**config.mk**
```make
export PLATFORM = sky130hd
export DESIGN_NAME = stack_with_value_removal_unit
export DESIGN_NICKNAME = d
export VERILOG_FILES = /design/src/hw/rtl/swvr_pkg.sv /design/src/hw/rtl/swvr_ram.sv /design/src/hw/rtl/swvr_seq.sv /design/src/hw/rtl/swvr_outreg.sv /design/src/hw/rtl/stack_with_value_removal_unit.sv
export SDC_FILE = /design/constraint.sdc
export NUM_CORES = 1
export LEC_CHECK = 0
export BUFFER_PORTS_ARGS = -buffer_cell sky130_fd_sc_hd__buf_2
export CAP_MARGIN = 20
export CORE_MARGIN = 5
export CORE_UTILIZATION = 60
export CTS_BUF_LIST = sky130_fd_sc_hd__clkbuf_8
export CTS_CLUSTER_DIAMETER = 120
export DETAILED_ROUTE_END_ITERATION = 7
export GPL_TIMING_DRIVEN = 0
export PLACE_DENSITY_LB_ADDON = 0.12
export SETUP_SLACK_MARGIN = 0.5
export SLEW_MARGIN = 5
export SYNTH_ARGS = -nofsm -noshare
export SYNTH_HDL_FRONTEND = slang
export SYNTH_HIERARCHICAL = 1
export SYNTH_SLANG_ARGS = --single-unit
```
**constraint.sdc**
```tcl
create_clock -name clk -period 10.7 [get_ports clk]
set_clock_uncertainty 0.05 [all_clocks]
set_input_delay 1.605 -clock clk [delete_from_list [all_inputs] [get_ports clk]]
set_output_delay 1.605 -clock clk [all_outputs]
set_load 0.02 [all_outputs]
```
**src/hw/rtl/swvr_pkg.sv**
```systemverilog
package swvr_pkg;

  localparam int DEPTH  = 16;
  localparam int ADDR_W = $clog2(DEPTH);
  localparam int CNT_W  = $clog2(DEPTH + 1);

  localparam int VALUE_W     = 32;
  localparam int OUT_CNT_W   = 5;
  localparam int IN_TDATA_W  = 32;
  localparam int IN_TUSER_W  = 2;
  localparam int OUT_USED_W  = VALUE_W + 2 * OUT_CNT_W + 1;
  localparam int OUT_TDATA_W = ((OUT_USED_W + 7) / 8) * 8;
  localparam int OUT_TUSER_W = 2;

  typedef enum logic [1:0] {
    ACT_PUSH   = 2'd0,
    ACT_POP    = 2'd1,
    ACT_REMOVE = 2'd2,
    ACT_NONE   = 2'd3
  } action_t;

  typedef enum logic [1:0] {
    ST_OK        = 2'd0,
    ST_EMPTY     = 2'd1,
    ST_NOT_FOUND = 2'd2,
    ST_FULL      = 2'd3
  } status_t;

  typedef enum logic [1:0] {
    S_IDLE,
    S_POP_RD,
    S_SCAN,
    S_DONE
  } seq_state_t;

  typedef struct packed {
    logic               wr_en;
    logic [ADDR_W-1:0]  wr_addr;
    logic [VALUE_W-1:0] wr_data;
    logic               rd_en;
    logic [ADDR_W-1:0]  rd_addr;
  } mem_req_t;

  typedef struct packed {
    status_t               status;
    logic [VALUE_W-1:0]    popped;
    logic [OUT_CNT_W-1:0]  removed;
    logic [OUT_CNT_W-1:0]  count;
    logic                  is_empty;
  } result_t;

endpackage

```
**src/hw/rtl/swvr_ram.sv**
```systemverilog
module swvr_ram #(
  parameter int WIDTH = 32,
  parameter int DEPTH = 16
) (
  input  logic                     clk,
  input  logic                     wr_en,
  input  logic [$clog2(DEPTH)-1:0] wr_addr,
  input  logic [WIDTH-1:0]         wr_data,
  input  logic                     rd_en,
  input  logic [$clog2(DEPTH)-1:0] rd_addr,
  output logic [WIDTH-1:0]         rd_data
);

  logic [WIDTH-1:0] mem [DEPTH];
  logic [WIDTH-1:0] rd_data_r;

  always_ff @(posedge clk) begin
    if (wr_en) begin
      mem[wr_addr] <= wr_data;
    end
    if (rd_en) begin
      rd_data_r <= mem[rd_addr];
    end
  end

  assign rd_data = rd_data_r;

endmodule

```
**src/hw/rtl/swvr_seq.sv**
```systemverilog
module swvr_seq
  import swvr_pkg::*;
(
  input  logic               clk,
  input  logic               rst_n,
  input  logic               in_valid,
  output logic               in_ready,
  input  action_t            in_action,
  input  logic [VALUE_W-1:0] in_value,
  output mem_req_t           mem_req,
  input  logic [VALUE_W-1:0] rd_data,
  output logic               res_valid,
  input  logic               res_ready,
  output result_t            res
);

  seq_state_t         state_r, state_nxt;
  logic [VALUE_W-1:0] val_r, val_nxt;
  logic [CNT_W-1:0]   cnt_r, cnt_nxt;
  logic [CNT_W-1:0]   idx_r, idx_nxt;
  logic [CNT_W-1:0]   kept_r, kept_nxt;
  logic [CNT_W-1:0]   rm_r, rm_nxt;
  status_t            status_r, status_nxt;
  logic [VALUE_W-1:0] pop_r, pop_nxt;

  logic             accept;
  logic             is_full;
  logic             is_zero;
  logic             match;
  logic             scan_last;
  logic [CNT_W-1:0] kept_inc;
  logic [CNT_W-1:0] rm_inc;

  assign accept    = in_valid && in_ready;
  assign is_full   = (cnt_r == CNT_W'(DEPTH));
  assign is_zero   = (cnt_r == '0);
  assign match     = (rd_data == val_r);
  assign scan_last = (idx_r == cnt_r);
  assign kept_inc  = kept_r + CNT_W'(!match);
  assign rm_inc    = rm_r + CNT_W'(match);

  // next state
  always_comb begin
    state_nxt = state_r;
    case (state_r)
      S_IDLE: begin
        if (in_valid) begin
          case (in_action)
            ACT_POP:    state_nxt = is_zero ? S_DONE : S_POP_RD;
            ACT_REMOVE: state_nxt = is_zero ? S_DONE : S_SCAN;
            default:    state_nxt = S_DONE;
          endcase
        end
      end
      S_POP_RD: state_nxt = S_DONE;
      S_SCAN: begin
        if (scan_last) begin
          state_nxt = S_DONE;
        end
      end
      S_DONE: begin
        if (res_ready) begin
          state_nxt = S_IDLE;
        end
      end
      default: state_nxt = S_IDLE;
    endcase
  end

  // datapath and memory control
  always_comb begin
    in_ready   = 1'b0;
    res_valid  = 1'b0;
    mem_req    = '0;
    val_nxt    = val_r;
    cnt_nxt    = cnt_r;
    idx_nxt    = idx_r;
    kept_nxt   = kept_r;
    rm_nxt     = rm_r;
    status_nxt = status_r;
    pop_nxt    = pop_r;
    case (state_r)
      S_IDLE: begin
        in_ready = 1'b1;
        if (accept) begin
          val_nxt    = in_value;
          rm_nxt     = '0;
          pop_nxt    = '0;
          kept_nxt   = '0;
          idx_nxt    = CNT_W'(1);
          status_nxt = ST_OK;
          case (in_action)
            ACT_PUSH: begin
              if (is_full) begin
                status_nxt = ST_FULL;
              end else begin
                mem_req.wr_en   = 1'b1;
                mem_req.wr_addr = cnt_r[ADDR_W-1:0];
                mem_req.wr_data = in_value;
                cnt_nxt         = cnt_r + CNT_W'(1);
              end
            end
            ACT_POP: begin
              if (is_zero) begin
                status_nxt = ST_EMPTY;
              end else begin
                mem_req.rd_en   = 1'b1;
                mem_req.rd_addr = ADDR_W'(cnt_r - CNT_W'(1));
              end
            end
            ACT_REMOVE: begin
              if (is_zero) begin
                status_nxt = ST_NOT_FOUND;
              end else begin
                mem_req.rd_en   = 1'b1;
                mem_req.rd_addr = '0;
              end
            end
            default: begin
            end
          endcase
        end
      end
      S_POP_RD: begin
        pop_nxt = rd_data;
        cnt_nxt = cnt_r - CNT_W'(1);
        rm_nxt  = CNT_W'(1);
      end
      S_SCAN: begin
        // compact in place: write slot always trails the read slot
        mem_req.wr_en   = !match;
        mem_req.wr_addr = kept_r[ADDR_W-1:0];
        mem_req.wr_data = rd_data;
        kept_nxt        = kept_inc;
        rm_nxt          = rm_inc;
        if (scan_last) begin
          cnt_nxt    = kept_inc;
          status_nxt = (rm_inc == '0) ? ST_NOT_FOUND : ST_OK;
        end else begin
          mem_req.rd_en   = 1'b1;
          mem_req.rd_addr = idx_r[ADDR_W-1:0];
          idx_nxt         = idx_r + CNT_W'(1);
        end
      end
      S_DONE: begin
        res_valid = 1'b1;
      end
      default: begin
      end
    endcase
  end

  assign res.status   = status_r;
  assign res.popped   = pop_r;
  assign res.removed  = OUT_CNT_W'(rm_r);
  assign res.count    = OUT_CNT_W'(cnt_r);
  assign res.is_empty = is_zero;

  always_ff @(posedge clk) begin
    if (!rst_n) begin
      state_r <= S_IDLE;
      cnt_r   <= '0;
    end else begin
      state_r <= state_nxt;
      cnt_r   <= cnt_nxt;
    end
  end

  always_ff @(posedge clk) begin
    val_r    <= val_nxt;
    idx_r    <= idx_nxt;
    kept_r   <= kept_nxt;
    rm_r     <= rm_nxt;
    status_r <= status_nxt;
    pop_r    <= pop_nxt;
  end

endmodule

```
**src/hw/rtl/swvr_outreg.sv**
```systemverilog
module swvr_outreg
  import swvr_pkg::*;
(
  input  logic    clk,
  input  logic    rst_n,
  input  logic    res_valid,
  output logic    res_ready,
  input  result_t res,
  output logic    out_valid,
  input  logic    out_ready,
  output result_t out_res
);

  logic    out_valid_r, out_valid_nxt;
  result_t out_res_r;

  assign res_ready = !out_valid_r || out_ready;

  always_comb begin
    out_valid_nxt = out_valid_r;
    if (res_valid && res_ready) begin
      out_valid_nxt = 1'b1;
    end else if (out_ready) begin
      out_valid_nxt = 1'b0;
    end
  end

  always_ff @(posedge clk) begin
    if (!rst_n) begin
      out_valid_r <= 1'b0;
    end else begin
      out_valid_r <= out_valid_nxt;
    end
  end

  always_ff @(posedge clk) begin
    if (res_valid && res_ready) begin
      out_res_r <= res;
    end
  end

  assign out_valid = out_valid_r;
  assign out_res   = out_res_r;

endmodule

```
**src/hw/rtl/stack_with_value_removal_unit.sv**
```systemverilog
// bounded stack of signed 32-bit values with removal of all equal entries
//
// input channel: in_tuser carries the action (push, pop, remove all equal),
// in_tdata the value (ignored for pop). one result item per request on the
// output channel: status in out_tuser, popped value, removed count, entry
// count and empty flag in out_tdata.
//
// path from accept to out_tvalid: push and unused action go through S_DONE
// and the output register; a pop reads in S_POP_RD first, a remove in S_SCAN.
// a remove reads every held entry once through the single read port of the
// entry memory and writes the survivors back compacted, one entry a cycle;
// that walk sets the rate. one request is processed at a time; in_tready
// is high only while the sequencer is free, and the next request is taken
// while a finished result still sits in the output register.
//
// reset empties the stack at once; entry memory contents are not cleared.
// when the receiver stalls, the result holds in the output register and the
// sequencer waits with the following result until that register frees up.
module stack_with_value_removal_unit
  import swvr_pkg::*;
(
  input  logic                   clk,
  input  logic                   rst_n,
  input  logic                   in_tvalid,
  output logic                   in_tready,
  input  logic [IN_TDATA_W-1:0]  in_tdata,   // [31:0] value
  input  logic [IN_TUSER_W-1:0]  in_tuser,   // [1:0] action
  output logic                   out_tvalid,
  input  logic                   out_tready,
  output logic [OUT_TDATA_W-1:0] out_tdata,  // [31:0] popped_value, [36:32] removed_count,
                                             // [41:37] entry_count, [42] is_empty
  output logic [OUT_TUSER_W-1:0] out_tuser   // [1:0] status
);

  mem_req_t           mem_req;
  logic [VALUE_W-1:0] rd_data;
  logic               res_valid;
  logic               res_ready;
  result_t            res;
  result_t            out_res;

  swvr_seq u_seq (
    .clk       (clk),
    .rst_n     (rst_n),
    .in_valid  (in_tvalid),
    .in_ready  (in_tready),
    .in_action (action_t'(in_tuser)),
    .in_value  (in_tdata[VALUE_W-1:0]),
    .mem_req   (mem_req),
    .rd_data   (rd_data),
    .res_valid (res_valid),
    .res_ready (res_ready),
    .res       (res)
  );

  swvr_ram #(
    .WIDTH (VALUE_W),
    .DEPTH (DEPTH)
  ) u_ram (
    .clk     (clk),
    .wr_en   (mem_req.wr_en),
    .wr_addr (mem_req.wr_addr),
    .wr_data (mem_req.wr_data),
    .rd_en   (mem_req.rd_en),
    .rd_addr (mem_req.rd_addr),
    .rd_data (rd_data)
  );

  swvr_outreg u_outreg (
    .clk       (clk),
    .rst_n     (rst_n),
    .res_valid (res_valid),
    .res_ready (res_ready),
    .res       (res),
    .out_valid (out_tvalid),
    .out_ready (out_tready),
    .out_res   (out_res)
  );

  assign out_tdata = {{(OUT_TDATA_W - OUT_USED_W){1'b0}}, out_res.is_empty,
                      out_res.count, out_res.removed, out_res.popped};
  assign out_tuser = out_res.status;

endmodule

```
==> reports/results.tsv <==
metric	value	unit
Sink Count	678	
antenna cells	0	
ratio of cells with drive above 1 in the final layout	0.259	
post-synthesis sequential area ratio	0.773	
initial antenna violation count	0	
R2R setup slack	4.98	ns
num ports	90	
Gates resized, CTS repair	0	
Largest stage delay, worst path	0.82	ns
Worst path most repeated cell	buf_4	
Slew headroom	0.233	
TritonCTS clock tree	built	
final count of pins violating max slew	0	
Die W	219	µm
vias in the first global route	13900	
Post-CTS Hold Fix Bufs	0	
Synth Warn #	6	
Async SR Flop Fraction	0	
Comb pwr share	0.291	
GR Overflow Total	0	
critical setup path kind	in2reg	
first-pass GRT wire length	89200	µm
crit path buf inv count	6	
via count	13500	
period utilization	0.564	
Leak	0.00984	µW
Clock Power Share	0.237	
GP Congestion	0.854	
NetSw	2490	µW
drt total wl	60900	µm
Least-Margin Pin Slew	1.15	ns
Worst-path clk slew	0.06	ns
CP Launch Type	input pin	
largest net degree at the start of global routing	46	
Unique masters post-synth	52	
Main synth FF type	edfxtp_1	
full die area	0.0480	mm²
RSZ-0062 raised after global routing	no	
HPWL after detailed placement	40000	µm
Synth Cell Area	0.0262	mm²
final setup vio count	0	
routed wl met2	30600	µm
Clock Path Buffers	3	
post-layout minimum cycle time	6.03	ns
slowest CP cell	nor2_2	
Cell Int Power	5300	µW
Placed Cells	1988	
H-tree level count	3	
Register Area	0.0203	mm²
WP data arrival	6.35	ns
Port-buffer cells	84	
Fin. Hold Viols	0	
worst-skew pair later-pin latency	0.68	ns
Mapped Cells	1282	
Pre-antenna DRT Iters	5	
Rows	76	
DR WL met3	5310	µm
WP data required	11.02	ns
critical path endpoint category	flip-flop	
Area growth syn-to-layout	13.5	%
max_cap viols	0	
area occupied by multi-input gates	0.00569	mm²
Core Box Area	0.0432	mm²
Sw Ratio	0.319	
vias per inst	6.22	
post-CTS setup buffers	0	
Max Fclk	0.166	GHz
EDFF count, synth	670	
syn avg cell area	20.5	µm²
remaining antenna violation count	0	
worst-path fanout max	25	
family with the most delay on the worst path	buffers and inverters	
Power Density	261	mW/mm²
Layout Nets	1564	
DR WL/cell	28.0	µm
count of state elements after synthesis	678	
status	complete, no violations	
Initial Utilization	0.608	
total track usage	0.260	
Die H	219	µm
worst vdd rail ir drop	0.141	mV
Fillers	2780	
Root Driver	clkbuf_8	
Hold WC Path Type	reg2reg	
routed length on met1	23300	µm
# DRC	0	
uppermost layer routed	met4	
Num CTS Buffers	103	
final instance count without filler cells	2171	
initial DRC count	1473	
final worst hold slack	0.362	ns
sequential share of power	0.472	
crit path cell chain	buf_2, and2_1, clkbuf_2, nand2_1, nor2_2, clkbuf_1, a21o_1, or3b_2, nor3_2, buf_4, buf_6, buf_4	
-- synthesized netlist by cell type, types with 3 or more instances --
library cell	count	area share
nand3_1	12	0.0023
nor4_1	3	0.00072
nor2b_1	3	0.00072
a22o_1	34	0.011
buf_4	15	0.0043
buf_1	11	0.0016
edfxtp_1	670	0.77
ha_1	17	0.0081
mux2i_1	5	0.0019
a22oi_1	64	0.018
and2_1	43	0.010
mux4_2	128	0.11
clkbuf_1	37	0.0053
nor3_1	8	0.0015
nand4_1	9	0.0021
o21ai_0	10	0.0019
nor2_1	29	0.0041
a21oi_1	4	0.00076
nand2_1	56	0.0080
o211ai_1	3	0.00086
xnor2_1	42	0.014
a31oi_1	3	0.00072
xor2_1	9	0.0030
inv_1	16	0.0023
dfxtp_1	8	0.0061
buf_2	8	0.0015
-- layout by cell type, fill, tap and decap left out, types with 34 or more instances in the layout --
cell	netlist	final
edfxtp_1	670	670
mux4_2	128	128
clkbuf_8	0	105
buf_2	8	92
a22oi_1	64	64
nand2_1	56	56
inv_1	16	51
and2_1	43	43
xnor2_1	42	42
clkbuf_1	37	36
a22o_1	34	34
-- layout make-up --
cell class,instances,area share
inverters,16,0.00202
plain buffers,72,0.0116
multi-input cells,520,0.191
well taps,585,0.0246
flip-flops and latches,678,0.681
clock buffers,105,0.0485
clock inverters,77,0.0106
repair buffers,118,0.0306
-- kinds of logic (layout without fill, tap and decap cells) --
group                      Yosys count  count (layout)  share of synthesized area
AOI/OAI and AO/OA                  137             137                     0.0403
xor gates and xnor gates            51              51                     0.0170
adders and majority gates           17              17                    0.00811
buffers and inverters               88             388                     0.0154
DFF                                678             678                      0.773
muxes                              133             133                      0.112
other                                1               5                   0.000143
and+or+nand+nor                    177             177                     0.0342
-- path summary, 6_finish.rpt --
kind,from,to,cells past startpoint
worst min-delay path,u_seq/pop_r[8],u_outreg/out_res[19],0
worst max register to register,u_seq/state_r[1],u_ram/mem[0][15],13
worst max-delay path,in_tvalid,u_ram/mem[0][15],12
worst min register to register,u_seq/pop_r[8],u_outreg/out_res[19],0
-- metal layers --
metal,GRT usage,up-vias
met5,0,-
met4,0.0844,0
met3,0.0586,108
met2,0.430,600
met1,0.351,7083
li1,-,5715
-- sequential cells by signal, indices dropped and copies added, names as in the netlist, 5 cells and up --
signal and flops:
u_seq/idx_r 5, u_ram/mem 512, u_seq/val_r 32, u_seq/cnt_r 5
u_ram/rd_data 32, u_seq/pop_r 32, u_outreg/out_res 45, u_seq/kept_r 5
u_seq/rm_r 5
-- metrics by stage --
stage          setup TNS [ns]   util  power (µW)  setup slack, ns  area [µm²]
2_1_floorplan               0      -        5160             3.78       26200
4_1_cts                     0  0.690        7830             4.84       29800
3_5_place_dp                0  0.649        5980             4.12       28000
6_report                    0  0.690        7790             4.67       29800
3_3_place_gp          -179.83  0.635        5870            -1.50       27400
5_1_grt                     0  0.690        8150             4.55       29800
-- power by group through the flow --
| stage | combinational (µW) | clock (µW) | sequential, µW |
|---|---|---|---|
| CTS | 2260 | 1890 | 3680 |
| finish | 2260 | 1850 | 3680 |
| global placement | 2120 | 0 | 3750 |
| detailed placement | 2250 | 0 | 3730 |
| floorplan | 1450 | 0 | 3710 |
| global route | 2420 | 2020 | 3700 |
No activity file was read; power rests on OpenSTA's default activity.
